==> src/multi_reader_frame_ring_manager_unit_defines.svh <==
// ----------------------------------------------------------------------------
// Assertion macros for the frame ring manager
// Each macro expands to a labeled concurrent assertion, or to nothing in
// synthesis builds.
// ----------------------------------------------------------------------------
`ifndef MULTI_READER_FRAME_RING_MANAGER_UNIT_DEFINES_SVH
`define MULTI_READER_FRAME_RING_MANAGER_UNIT_DEFINES_SVH
`ifndef SYNTHESIS
`define MRFR_ASSERT_IMP(label, clk, rst, a, c, msg) \
  label: assert property (@(posedge clk) disable iff (rst) (a) |-> (c)) else $error(msg);
`define MRFR_ASSERT_NXT(label, clk, rst, a, c, msg) \
  label: assert property (@(posedge clk) disable iff (rst) (a) |=> (c)) else $error(msg);
`else
`define MRFR_ASSERT_IMP(label, clk, rst, a, c, msg)
`define MRFR_ASSERT_NXT(label, clk, rst, a, c, msg)
`endif
`endif

==> src/mrfr_pkg.sv <==
// ----------------------------------------------------------------------------
// mrfr_pkg
// Shared types, codes and defaults for the frame ring manager.
// ----------------------------------------------------------------------------
package mrfr_pkg;
  localparam int QUEUE_DEPTH_DEF = 16;
  localparam int MEM_BYTES_DEF   = 4096;
  localparam int NUM_READERS_DEF = 8;

  localparam logic [2:0] CMD_WRITE  = 3'd0;
  localparam logic [2:0] CMD_RDOLD  = 3'd1;
  localparam logic [2:0] CMD_RDNEW  = 3'd2;
  localparam logic [2:0] CMD_SET    = 3'd3;
  localparam logic [2:0] CMD_CLR    = 3'd4;
  localparam logic [2:0] CMD_CLEAN  = 3'd5;
  localparam logic [2:0] CMD_SCAN   = 3'd6;

  localparam logic [2:0] ST_OK      = 3'd0;
  localparam logic [2:0] ST_INPUT   = 3'd1;
  localparam logic [2:0] ST_FULL    = 3'd2;
  localparam logic [2:0] ST_AGAIN   = 3'd3;
  localparam logic [2:0] ST_INVALID = 3'd4;

  localparam logic [0:0] REG_INIT_MASK = 1'd0;

  typedef struct packed {
    logic [2:0]  cmd;
    logic [12:0] length;
    logic [3:0]  cursor;
    logic        cursor_default;
    logic [7:0]  reader_bits;
  } req_t;

  typedef struct packed {
    logic [2:0]  status;
    logic [3:0]  entry_index;
    logic [11:0] data_addr;
    logic [12:0] data_len;
    logic [3:0]  next_cursor;
    logic [3:0]  oldest_index;
    logic [3:0]  newest_slot;
  } rsp_t;
endpackage

==> src/mrfr_if.sv <==
// ----------------------------------------------------------------------------
// mrfr_req_if / mrfr_rsp_if
// Valid/ready channels carrying command and result transactions.
// ----------------------------------------------------------------------------
interface mrfr_req_if;
  import mrfr_pkg::*;
  logic valid;
  logic ready;
  req_t data;
  modport source (output valid, output data, input ready);
  modport sink (input valid, input data, output ready);
endinterface

interface mrfr_rsp_if;
  import mrfr_pkg::*;
  logic valid;
  logic ready;
  rsp_t data;
  modport source (output valid, output data, input ready);
  modport sink (input valid, input data, output ready);
endinterface

==> src/mrfr_ram.sv <==
// ----------------------------------------------------------------------------
// mrfr_ram
// Generic simple dual-port synchronous RAM with registered read.
// ----------------------------------------------------------------------------
module mrfr_ram #(
  parameter int WIDTH = 8,
  parameter int DEPTH = 16
) (
  input  logic                     clk,
  input  logic                     we,
  input  logic [$clog2(DEPTH)-1:0] waddr,
  input  logic [WIDTH-1:0]         wdata,
  input  logic [$clog2(DEPTH)-1:0] raddr,
  output logic [WIDTH-1:0]         rdata
);
  logic [WIDTH-1:0] mem [DEPTH];
  always_ff @(posedge clk) begin
    if (we) mem[waddr] <= wdata;
    rdata <= mem[raddr];
  end
endmodule

==> src/multi_reader_frame_ring_manager_unit.sv <==
// ----------------------------------------------------------------------------
// multi_reader_frame_ring_manager_unit
// Descriptor ring over a byte store with per-frame pending reader masks.
// ----------------------------------------------------------------------------
// One command transaction in, one result transaction out. Descriptor address
// and length live in a synchronous RAM. Valid and pending bits sit in flip-
// flops, which are cleared by reset and by clean. Commands run one at a time
// on a small sequencer. A write first evicts the head descriptor while the
// ring is full, and is stored as soon as it fits. Until then it wraps to the
// start of the byte store on an empty ring, or reads the head descriptor
// from the RAM to reclaim its space. A scan passes over invalid descriptors
// until it finds a valid one or reaches the tail.
// The result goes to its own output register, so the next command is taken
// while that result still waits. A command that finishes while the output
// register is still full holds in its last step until the register is taken.
module multi_reader_frame_ring_manager_unit
  import mrfr_pkg::*;
#(
  parameter int QUEUE_DEPTH = QUEUE_DEPTH_DEF,
  parameter int MEM_BYTES   = MEM_BYTES_DEF,
  parameter int NUM_READERS = NUM_READERS_DEF
) (
  input  logic        clk,
  input  logic        rst,
  mrfr_req_if.sink    req,
  mrfr_rsp_if.source  rsp,
  input  logic        psel,
  input  logic        penable,
  input  logic        pwrite,
  input  logic [1:0]  paddr,
  input  logic [31:0] pwdata,
  output logic [31:0] prdata,
  output logic        pready
);
  `include "multi_reader_frame_ring_manager_unit_defines.svh"

  localparam int IW = $clog2(QUEUE_DEPTH);
  localparam int AW = $clog2(MEM_BYTES + 1);
  localparam int LW = 13;
  localparam logic [IW-1:0] LAST = IW'(QUEUE_DEPTH - 1);
  localparam logic [AW-1:0] MEMB = AW'(MEM_BYTES);
  localparam logic [7:0] KEEP = 8'((33'h1 << NUM_READERS) - 1);

  typedef enum logic [6:0] {
    S_IDLE  = 7'b0000001,
    S_RD    = 7'b0000010,  // command decoded, read address chosen
    S_RDW   = 7'b0000100,  // RAM read address issued
    S_WCHK  = 7'b0001000,  // write loop step
    S_WHEAD = 7'b0010000,  // head descriptor data back
    S_SCAN  = 7'b0100000,
    S_OUT   = 7'b1000000
  } state_t;

  state_t state;
  req_t   cur;
  rsp_t   res;
  rsp_t   rsp_q;
  logic   out_full;
  logic [7:0] init_mask, live_mask;
  logic [QUEUE_DEPTH-1:0] valid_bits;
  logic [7:0] pend [QUEUE_DEPTH];
  logic [IW-1:0] head, tail, item;
  logic [AW-1:0] wpos, wlim;
  logic [5:0]  guard;
  logic [IW:0] steps;

  // descriptor RAM: {addr, length}
  logic          ram_we;
  logic [IW-1:0] ram_waddr, ram_raddr;
  logic [AW+LW-1:0] ram_wdata, ram_rdata;
  logic [AW-1:0] r_addr;
  logic [LW-1:0] r_len;
  assign r_addr = ram_rdata[AW+LW-1:LW];
  assign r_len  = ram_rdata[LW-1:0];

  mrfr_ram #(.WIDTH(AW + LW), .DEPTH(QUEUE_DEPTH)) u_desc (
    .clk(clk), .we(ram_we), .waddr(ram_waddr), .wdata(ram_wdata),
    .raddr(ram_raddr), .rdata(ram_rdata)
  );

  function automatic logic [IW-1:0] nxt(input logic [IW-1:0] i);
    return (i == LAST) ? '0 : i + 1'b1;
  endfunction

  assign pready = 1'b1;
  assign prdata = {24'd0, init_mask};
  assign req.ready = (state == S_IDLE);
  assign rsp.valid = out_full;
  assign rsp.data  = rsp_q;

  logic [7:0] bits;
  assign bits = cur.reader_bits & KEEP;
  logic fits, ring_full;
  assign fits = ({1'b0, wlim} >= {1'b0, wpos} + (AW+1)'(cur.length));
  assign ring_full = (nxt(tail) == head);

  always_comb begin
    ram_we = 1'b0;
    ram_waddr = tail;
    ram_wdata = {wpos, cur.length};
    ram_raddr = item;
    if (state == S_WCHK && !ring_full && fits && !(wpos > MEMB)) begin
      ram_we = 1'b1;
    end
    if (state == S_WCHK) ram_raddr = head;
  end

  always_ff @(posedge clk) begin
    if (rst) begin
      state <= S_IDLE;
      out_full <= 1'b0;
      init_mask <= '0;
      live_mask <= '0;
      valid_bits <= '0;
      head <= '0;
      tail <= '0;
      wpos <= '0;
      wlim <= MEMB;
      for (int k = 0; k < QUEUE_DEPTH; k++) pend[k] <= '0;
    end else begin
      if (psel && penable && pwrite && paddr == {1'b0, REG_INIT_MASK})
        init_mask <= pwdata[7:0];
      if (rsp.valid && rsp.ready) out_full <= 1'b0;
      unique case (state)
        S_IDLE: if (req.valid) begin
          cur <= req.data;
          guard <= '0;
          steps <= '0;
          res <= '0;
          state <= S_RD;
        end
        S_RD: begin
          res.status <= ST_OK;
          state <= S_OUT;
          case (cur.cmd)
            CMD_WRITE: begin
              if (cur.length > LW'(MEM_BYTES)) res.status <= ST_INPUT;
              else state <= S_WCHK;
            end
            CMD_RDOLD, CMD_RDNEW: begin
              if (cur.cursor_default)
                item <= (cur.cmd == CMD_RDOLD) ? head : ((tail == '0) ? LAST : tail - 1'b1);
              else item <= IW'(cur.cursor);
              if (!cur.cursor_default && 32'(cur.cursor) >= QUEUE_DEPTH)
                res.status <= ST_INVALID;
              else state <= S_RDW;
            end
            CMD_SET: live_mask <= (live_mask | bits) & KEEP;
            CMD_CLR: live_mask <= live_mask & ~bits;
            CMD_CLEAN: begin
              wpos <= '0; wlim <= MEMB; head <= '0; tail <= '0;
              live_mask <= init_mask & KEEP;
              valid_bits <= '0;
              for (int k = 0; k < QUEUE_DEPTH; k++) pend[k] <= '0;
            end
            CMD_SCAN: begin
              item <= cur.cursor_default ? head : IW'(cur.cursor);
              if (!cur.cursor_default && 32'(cur.cursor) >= QUEUE_DEPTH)
                res.status <= ST_INVALID;
              else state <= S_SCAN;
            end
            default: res.status <= ST_INPUT;
          endcase
        end
        S_SCAN: begin
          if (item == tail || 32'(steps) >= QUEUE_DEPTH) begin
            res.status <= ST_AGAIN;
            state <= S_OUT;
          end else if (valid_bits[item]) begin
            state <= S_RDW;  // ram_raddr = item this cycle
          end else begin
            item <= nxt(item);
            steps <= steps + 1'b1;
          end
        end
        S_RDW: begin
          // data for item arrives next cycle; reuse S_WHEAD-less path
          state <= S_OUT;
          if (cur.cmd != CMD_SCAN) begin
            if (item == tail) res.status <= ST_AGAIN;
            else if (!valid_bits[item]) res.status <= ST_INVALID;
          end
          guard[0] <= 1'b1;  // marks pending fill of read fields
        end
        S_WCHK: begin
          if (guard >= 6'd63) begin
            res.status <= ST_FULL; state <= S_OUT;
          end else if (ring_full && pend[head] != '0) begin
            res.status <= ST_FULL; state <= S_OUT;
          end else if (ring_full) begin
            valid_bits[head] <= 1'b0;
            head <= nxt(head);
            guard <= guard + 1'b1;
          end else if (fits) begin
            res.entry_index <= 4'(tail);
            res.data_addr <= 12'(wpos);
            res.data_len <= cur.length;
            res.next_cursor <= 4'(nxt(tail));
            pend[tail] <= live_mask;
            valid_bits[tail] <= 1'b1;
            tail <= nxt(tail);
            wpos <= wpos + AW'(cur.length);
            state <= S_OUT;
          end else if (head == tail) begin
            wpos <= '0; wlim <= MEMB; guard <= guard + 1'b1;
          end else begin
            state <= S_WHEAD;
          end
        end
        S_WHEAD: begin
          state <= S_WCHK;
          guard <= guard + 1'b1;
          if (wpos > r_addr && wlim != MEMB) begin
            wlim <= MEMB;
          end else if (pend[head] != '0) begin
            res.status <= ST_FULL; state <= S_OUT;
          end else begin
            wlim <= r_addr + AW'(r_len);
            valid_bits[head] <= 1'b0;
            head <= nxt(head);
            if (wpos > r_addr) wpos <= '0;
          end
        end
        S_OUT: begin
          if (guard[0] && cur.cmd != CMD_WRITE && res.status == ST_OK) begin
            res.entry_index <= 4'(item);
            res.data_addr <= 12'(r_addr);
            res.data_len <= (cur.cmd != CMD_SCAN && cur.length < r_len)
                            ? cur.length : r_len;
            res.next_cursor <= 4'(nxt(item));
            if (cur.cmd != CMD_SCAN) pend[item] <= pend[item] & ~bits;
            guard[0] <= 1'b0;
          end else if (!out_full || rsp.ready) begin
            // hand the finished transaction to the output register
            rsp_q <= {res.status, res.entry_index, res.data_addr, res.data_len,
                      res.next_cursor, 4'(head), 4'(tail)};
            out_full <= 1'b1;
            state <= S_IDLE;
          end
        end
        default: state <= S_IDLE;
      endcase
    end
  end

  `MRFR_ASSERT_IMP(a_ready_idle, clk, rst, req.ready, state == S_IDLE, "ready outside idle")
  `MRFR_ASSERT_NXT(a_out_hold, clk, rst, rsp.valid && !rsp.ready, rsp.valid, "result dropped")
  `MRFR_ASSERT_IMP(a_wr_ok_valid, clk, rst, ram_we, !valid_bits[tail] || head != tail,
                   "write over live descriptor")
endmodule
==> src/flat_wrapper.sv <==
// flat-port wrapper written by rule: the top's interface ports become plain ports
module multi_reader_frame_ring_manager_unit_flat import mrfr_pkg::*;
#(
  parameter int QUEUE_DEPTH = QUEUE_DEPTH_DEF,
  parameter int MEM_BYTES   = MEM_BYTES_DEF,
  parameter int NUM_READERS = NUM_READERS_DEF
)
  (clk, rst, psel, penable, pwrite, paddr, pwdata, prdata, pready, req_valid, req_data, req_ready, rsp_valid, rsp_data, rsp_ready);
  mrfr_req_if req_i ();
  mrfr_rsp_if rsp_i ();
  input  logic clk;
  input  logic rst;
  input  logic psel;
  input  logic penable;
  input  logic pwrite;
  input  logic [1:0] paddr;
  input  logic [31:0] pwdata;
  output logic [31:0] prdata;
  output logic pready;
  input wire logic [$bits(req_i.valid)-1:0] req_valid;
  input wire logic [$bits(req_i.data)-1:0] req_data;
  output wire logic [$bits(req_i.ready)-1:0] req_ready;
  output wire logic [$bits(rsp_i.valid)-1:0] rsp_valid;
  output wire logic [$bits(rsp_i.data)-1:0] rsp_data;
  input wire logic [$bits(rsp_i.ready)-1:0] rsp_ready;
  assign req_i.valid = req_valid;
  assign req_i.data = req_data;
  assign req_ready = req_i.ready;
  assign rsp_valid = rsp_i.valid;
  assign rsp_data = rsp_i.data;
  assign rsp_i.ready = rsp_ready;
  multi_reader_frame_ring_manager_unit #(.QUEUE_DEPTH(QUEUE_DEPTH), .MEM_BYTES(MEM_BYTES), .NUM_READERS(NUM_READERS)) u_core (.clk(clk), .rst(rst), .req(req_i), .rsp(rsp_i), .psel(psel), .penable(penable), .pwrite(pwrite), .paddr(paddr), .pwdata(pwdata), .prdata(prdata), .pready(pready));
endmodule
==> config.mk <==
export PLATFORM = sky130hd
export DESIGN_NAME = multi_reader_frame_ring_manager_unit_flat
export DESIGN_NICKNAME = d
export VERILOG_FILES = /design/src/mrfr_pkg.sv /design/src/mrfr_if.sv /design/src/mrfr_ram.sv /design/src/multi_reader_frame_ring_manager_unit.sv /design/src/flat_wrapper.sv
export VERILOG_INCLUDE_DIRS = /design/src /design/src/src
export SDC_FILE = /design/constraint.sdc
export NUM_CORES = 1
export LEC_CHECK = 0
export ABC_AREA = 0
export BUFFER_PORTS_ARGS = -buffer_cell sky130_fd_sc_hd__clkbuf_2
export CORE_ASPECT_RATIO = 1.4
export CORE_MARGIN = 2
export CORE_UTILIZATION = 50
export CTS_CLUSTER_SIZE = 14
export DETAILED_ROUTE_END_ITERATION = 7
export GPL_TIMING_DRIVEN = 0
export PLACE_DENSITY = 0.7
export SLEW_MARGIN = 30
export SYNTH_ARGS = -nofsm -noshare
export SYNTH_HDL_FRONTEND = slang
export SYNTH_SLANG_ARGS = --single-unit
==> constraint.sdc <==
create_clock -name clk -period 6.95 [get_ports clk]
set_clock_uncertainty 0.15 [all_clocks]
set_input_delay 1.0425 -clock clk [delete_from_list [all_inputs] [get_ports clk]]
set_output_delay 1.0425 -clock clk [all_outputs]
set_load 0.01 [all_outputs]
==> metrics.md, run 1 <==
| Metric | Value |
|---|---|
| I/O Buffers | 98 |
| Startpoint types | flip-flop |
| Antenna violations before repair | 1 |
| Mapped Cells | between 2000 and 2500 |
| Power density cells | roughly 250 nW/um^2 |
| Vias in the first global route | 22070 |
| Vias per inst | 6.250 |
| Via count | between 20000 and 25000 |
| Library cells used by synthesis | slightly above 70 |
| Sw Pwr | 2.013 mW |
| Most numerous cell in the Yosys netlist | edfxtp_1 |
| Clock Latency Late Sink | 0.62 ns |
| Final Power | 9.547 mW |
| Placer Congestion | 0.9726 |
| Reg clk slew, reported paths | 0.06 ns |
| Synth top area share | 59.47% |
| Clock Tree Buf Depth | 3 |
| Largest family of logic cells by synthesized area | multiplexers |
| Cell Rows | 112 |
| Setup CP Type | flip-flop to flip-flop |
| Ys Warns | 0 |
| ANT cells | 0 |
| Setup bufs post-CTS | 0 |
| Worst setup margin | 0.2491 ns |
| Clock buffer count from CTS | 75 |
| Layout cells sized above 1 | 20.45% |
| First-pass GRT wire length | between 100 and 150 mm |
| Hold_ws | ~0.27 ns |
| Worst-margin pin slew | 1.112 ns |
| Die H | 311.3 um |
| Synth Cell Area | 33730 um^2 |
| Post-synthesis simple-gate area fraction | 9.886% |
| CORE AREA | 66700 um^2 |
| Die area | 69580 um^2 |
| Crit path cell chain | ha_1, fa_1, a21o_1, a21o_1, a21oi_1, o21ai_0, a211oi_1, o21bai_1, xnor2_1, ha_1, nand3_1, o31ai_1, o211ai_1, nor2_1, a41oi_1, o21ai_1 |
| CP max stage delay | 0.85 ns |
| Die Wd | ~220 um |
| Final min period | ~6.7 ns |
| Comb power frac | 3.2% |
| Mux contribution to synthesized area | between 10 and 15% |
| Clock root cell | clkbuf_16 |
| Post-layout util | 57.85% |
| WP data required | ~7 ns |
| Clock Sinks | 776 |
| Boundary pin count | about 150 |
| Clock H-tree levels | 3 |
| Slew headroom | 25.89% |
| VDD IR-drop max | 172.9 uV |
| DRC violations left | 0 |
| Outcome | complete, no violations |
| CP max stage cell | o21ai_1 |
| Number of routed nets with antenna violations | 0 |
| Crit path max fanout | 20 |
| Critical Path Sink Type | flip-flop |
| HP Start | u_core.res[25] |
| Syn Area/Cell | 14.54 um^2 |
| Pin count of the biggest net entering global routing | 27 |
| Pins over their slew limit | 0 |
| LEAKAGE | 13.25 nW |
| Worst slack, placed | -0.02119 ns |
| Cell Int Power | 7.534 mW |
| Crit path DAT | 6.80 ns |
| Adder-cell share of the synthesized area | 2.901% |
| # hold bufs at CTS | 0 |
| Layout area overhead | 14.41% |
| Synth Area in XOR/XNOR | under 10% |
| Fmax | 149.2 MHz |
| Overflow after GRT | 0 |
| HPWL after detailed placement | 69.01 mm |
| Asr flop ratio synth | 0% |
| Final wirelength | 94.69 mm |
| Max Cap Viol | 0 |
| Post-synth EDFFs | roughly 670 |
| Synth Area in Compound Gates | 6.677% |
| Seq cells post-synth | 776 |
| DRT iter0 DRCs | 2214 |
| Switching share of power | about a fifth |
| Primary FF master, synth | edfxtp_1 |
| Fin. Hold Viols | 0 |
| # placed instances | 3331 |
| TritonCTS clock tree | built |
| Register area share after synthesis | 65.88% |
| Clock power frac | 42.7% |
| Unrepaired setup endpoints after global routing | yes |
| Crit path from | u_core.cur[13] |
| Effective utilization at floorplan | 50.57% |
| Total track usage | a little over a quarter |
| Final setup vio count | 0 |
| Commonest cells post-synth | edfxtp_1 (668), nor2_1 (264), nand2_1 (159), mux4_2 (148), dfxtp_1 (108) |
| Leading area contributor after synthesis | edfxtp_1 |
| Register share of total power | 54.1% |
| DR WL/cell | 27.28 um |
| R2r startpoint | u_core.cur[13] |
| Drt pass-1 iters | 6 |
| Hold Path Class | flip-flop to flip-flop |
| Layout Cells excl Fill | about 3500 |
| Largest cells by area after synthesis | edfxtp_1 (59%), mux4_2 (9.9%), dfxtp_1 (6.4%) |
| Final net count | 2700 |
| Tcrit/Tclk final | 96.42% |
-- state kept, by name (all words and copies together) (netlist names), 16 cells and up, named ones only --
signal	count
u_core.cur	21
u_core.pend	128
u_core.res	36
u_core.rsp.data	44
u_core.u_desc.mem	416
u_core.u_desc.rdata	26
u_core.valid_bits	16
-- repair_timing --
item | 4_1_cts | 5_1_grt
endpoints found under the hold margin | 0 | 0
endpoints found under the setup margin | 8 | 88
gates resized for setup | 1 | 7
-- power groups by stage --
| stage | registers (mW) | logic [mW] | clock network [mW] |
|---|---|---|---|
| 2_1_floorplan | 5.23 | 0.194 | 0 |
| 3_3_place_gp | 5.26 | 0.281 | 0 |
| 3_5_place_dp | 5.26 | 0.299 | 0 |
| 4_1_cts | 5.16 | 0.301 | 4.11 |
| 5_1_grt | 5.16 | 0.328 | 4.30 |
| 6_report | 5.16 | 0.306 | 4.08 |
-- final cells by class --
cell class	instances	area, um^2
fillers	5174	28110
flip-flops and latches	776	22220
multi-input cells	1381	10970
clock buffers	103	2101
well taps	855	1070
repair buffers	133	1050
plain buffers	144	681.9
clock inverters	37	342.8
inverters	42	157.7
-- logic make-up (layout without fill, tap and decap cells) --
| logic type | after synthesis | count (layout) |
|---|---|---|
| buffers and inverters | 186 | 459 |
| flip-flops | 776 | 776 |
| adder cells (fa/ha/maj) | 77 | 77 |
| XOR/XNOR | 41 | 41 |
| other | 2 | 25 |
| multiplexers | 188 | 188 |
| AO/OA/AOI/OAI | 350 | 350 |
| AND/OR/NAND/NOR | 700 | 700 |
-- worst max-delay path, delay by kind of cell (launching register included) --
kind	cells	cell delay, ns
AOI/OAI and AO/OA	10	3.28
adders and majority gates	3	1.17
and+or+nand+nor	2	0.80
DFF	1	0.72
xor gates and xnor gates	1	0.19
-- through the flow --
step | cell area [um^2] | TNS, ns
final | 38590 | 0
after global routing | 38590 | -3.292
after global placement | 35380 | -390.55
after CTS | 38550 | 0
after floorplan | 33820 | 0
after detailed placement | 36100 | -0.1676
-- routing by layer --
metal | GRT usage [%] | up-vias | part of all wire [%]
met3 | 3.451 | 305 | 6.7
met1 | 31.77 | 10840 | 35
met4 | 16.38 | 0 | 6.8
met5 | 0 | - | 0
met2 | 48.21 | 1176 | 52
li1 | - | 9369 | -
-- cells in the final DEF, fill, tap and decap left out, types with 13 or more instances in the layout --
| cell | n |
|---|---|
| clkbuf_16 | 79 |
| nor2_1 | 250 |
| conb_1 | 25 |
| mux4_2 | 148 |
| nand2b_1 | 14 |
| a21o_1 | 13 |
| xnor2_1 | 18 |
| a211oi_1 | 46 |
| clkbuf_2 | 100 |
| a22o_1 | 15 |
| ha_1 | 75 |
| inv_1 | 41 |
| nand3_1 | 38 |
| edfxtp_1 | 668 |
| nor4_1 | 35 |
| buf_1 | 13 |
| mux2i_1 | 33 |
| or2_2 | 35 |
| buf_2 | 27 |
| and2_1 | 34 |
| clkbuf_1 | 98 |
| nand2_1 | 159 |
| xor2_1 | 23 |
| a31oi_1 | 53 |
| buf_16 | 15 |
| nor3_1 | 21 |
| o21ai_0 | 56 |
| dfxtp_1 | 108 |
| a21oi_1 | 73 |
| nor2_4 | 14 |
| nor2b_1 | 22 |
| buf_4 | 42 |
-- final timing paths --
path,to,slack (ns),cells after the start
min,u_core.rsp.data[25],0.27,0
max reg2reg,u_core.pend[7][6],0.25,16
min reg2reg,u_core.rsp.data[25],0.27,0
max,u_core.pend[7][6],0.25,16
Note: power is estimated with default switching activity, not from simulation.
==> inputs of run 2 (changes only) <==
--- a/config.mk
+++ b/config.mk
@@ -9,7 +9,6 @@
 export ABC_AREA = 0
 export BUFFER_PORTS_ARGS = -buffer_cell sky130_fd_sc_hd__clkbuf_2
 export CORE_ASPECT_RATIO = 1.4
-export CORE_MARGIN = 2
 export CORE_UTILIZATION = 50
 export CTS_CLUSTER_SIZE = 14
 export DETAILED_ROUTE_END_ITERATION = 7
==> run 2 against run 1 <==
Critical path depth up 4. Routed wire length is 0.48% lower. Worst setup slack gained 0.25 ns. Design area grew 0.43%.
==> metrics.md, run 2 (same netlist as run 1, synthesis figures left out) <==
| Metric | Value |
|---|---|
| VDD IR-drop max | 205.6 uV |
| Final Power | 9.777 mW |
| Commonest non-fill, non-tap cell in the layout | edfxtp_1 |
| Antenna violations before repair | 1 |
| Outcome | complete, no violations |
| Fmax | 155.0 MHz |
| Final wirelength | 94.24 mm |
| Largest delay contributor family on the critical path | compound AO/OA/AOI/OAI gates |
| Final min period | 6.452 ns |
| Vias per inst | 6.153 |
| Boundary pin count | 149 |
| Die Wd | 221.5 um |
| WL met3 | 6.248 mm |
| Final setup vio count | 0 |
| Crit path max fanout | 20 |
| TritonCTS clock tree | built |
| Layout area overhead | 14.90% |
| Vias in the first global route | roughly 21000 |
| Clock Latency Late Sink | 0.63 ns |
| Die H | around 310 um |
| Critical Path Sink Type | flip-flop |
| HPWL after detailed placement | 69.21 mm |
| Fin. Hold Viols | 0 |
| Layout cells sized above 1 | 20.49% |
| Hold Path Class | flip-flop to flip-flop |
| Metal-1 WL | between 30 and 40 mm |
| Total track usage | 27.72% |
| DRT iter0 DRCs | 2021 |
| Clock root cell | clkbuf_16 |
| Clock buffer count from CTS | 76 |
| Tcrit/Tclk final | 92.83% |
| Cell area after layout | around 39000 um^2 |
| LEAKAGE | 13.32 nW |
| Met2 routed WL | 48.03 mm |
| Max Used Layer | met4 |
| Die area | 68520 um^2 |
| Clock Tree Buf Depth | 3 |
| Effective utilization at floorplan | 50.57% |
| DR WL/cell | 27.11 um |
| First-pass GRT wire length | 137.9 mm |
| Max reg flops | 416 |
| Final net count | 2705 |
| I/O Buffers | 98 |
| Clock H-tree levels | 3 |
| Startpoint types | flip-flop |
| DRC violations left | 0 |
| Unrepaired setup endpoints after global routing | no |
| Placed cell areas | 36080 um^2 |
| Overflow after GRT | 0 |
| Worst-margin pin slew | 1.039 ns |
| Number of routed nets with antenna violations | 0 |
| Pins over their slew limit | 0 |
| Setup CP Type | flip-flop to flip-flop |
| WP data required | 7.17 ns |
| ANT cells | 0 |
| CP max stage delay | 0.74 ns |
| Slew headroom | 30.74% |
| Power density cells | 252.3 nW/um^2 |
| Commonest non-fill, non-tap cells in the layout | edfxtp_1 (668), nor2_1 (250), nand2_1 (159), mux4_2 (148), dfxtp_1 (108) |
| Clock Sinks | around 780 |
| WP buf/inv | 3 |
| Reg with most FFs | u_core.u_desc.mem |
| Crit path cell chain | ha_1, fa_1, a21o_1, a21o_1, a21oi_1, o21ai_0, a211oi_1, o21bai_1, xnor2_1, ha_1, a21oi_1, o31ai_1, o211ai_1, or2_2, clkbuf_1, nor3_1, a22oi_1, buf_2, buf_2, nor2_1 |
| Via count | roughly 21000 |
| Placer Congestion | 0.9677 |
| Crit path DAT | 6.67 ns |
| Drt pass-1 iters | 5 |
| Reg clk slew, reported paths | ~0.060 ns |
| CP max stage cell | edfxtp_1 |
| Filler instances | 5090 |
| Max Cap Viol | 0 |
| CORE AREA | 66700 um^2 |
| Pin count of the biggest net entering global routing | 27 |
| Cell Rows | 112 |
[run 2: cell types whose count changed in the layout (fill, tap and decap cells not counted), moves of 2 or more]
| cell | change |
|---|---|
| o21ai_2 | -5 |
| bufinv_16 | +5 |
| clkinv_2 | -6 |
| buf_6 | +2 |
| clkinv_1 | +2 |
| clkbuf_1 | -5 |
| o21ai_1 | +5 |
| clkinvlp_4 | +3 |
[run 2: per-layer routing]
layer | track usage (%) | up-vias
met1 | 31.74 | 10610
met2 | 48.95 | 1073
met4 | 18.10 | 0
li1 | - | 9379
met3 | 3.845 | 325
met5 | 0 | -
[run 2: repair_timing]
action | 4_1_cts | 5_1_grt
endpoints found under the hold margin | 0 | 0
hold buffers | 0 | 0
buffers inserted | 0 | 1
resized for setup | 0 | 2
setup endpoints to repair | 0 | 25
[run 2: area by class of cell]
| class | count | area [um^2] | area share (%) |
|---|---|---|---|
| tap | 855 | 1070 | 2.760 |
| sequential | 776 | 22220 | 57.33 |
| multi-input combinational | 1381 | 10940 | 28.24 |
| buffer | 144 | 681.9 | 1.759 |
| inverter | 42 | 157.7 | 0.4068 |
| timing repair buffer | 137 | 1072 | 2.767 |
| clock buffer | 98 | 2100 | 5.417 |
| clock inverter | 43 | 510.5 | 1.317 |
[run 2: power breakdown]
group	internal [mW]	switching [mW]	total, mW
registers	5.09	0.0655	5.16
logic	0.119	0.193	0.312
clock network	2.52	1.78	4.30
[run 2: metrics by stage]
stage | hold WS, ns | std cells | util (%) | TNS (ns) | setup slack, ns
6_report | 0.2700 | 3476 | 58.10 | 0 | 0.4982
5_1_grt | 0.2716 | 3476 | 58.10 | 0 | 0.1655
4_1_cts | 0.2671 | 3471 | 58.00 | 0 | 0.1329
3_5_place_dp | 0.2552 | 3330 | 54.09 | 0 | 0.1151
3_3_place_gp | 0.2540 | 3296 | 53.04 | -393.10 | -2.974
2_1_floorplan | 0.2503 | 2343 | - | 0 | 0.2319
[run 2: final timing paths]
path                                startpoint             endpoint  slack, ns  depth (start not counted)
worst max-delay path            u_core.cur[13]    u_core.pend[9][2]       0.50                         20
worst min-delay path            u_core.res[25]  u_core.rsp.data[25]       0.27                          0
worst max register to register  u_core.cur[13]    u_core.pend[9][2]       0.50                         20
worst min register to register  u_core.res[25]  u_core.rsp.data[25]       0.27                          0
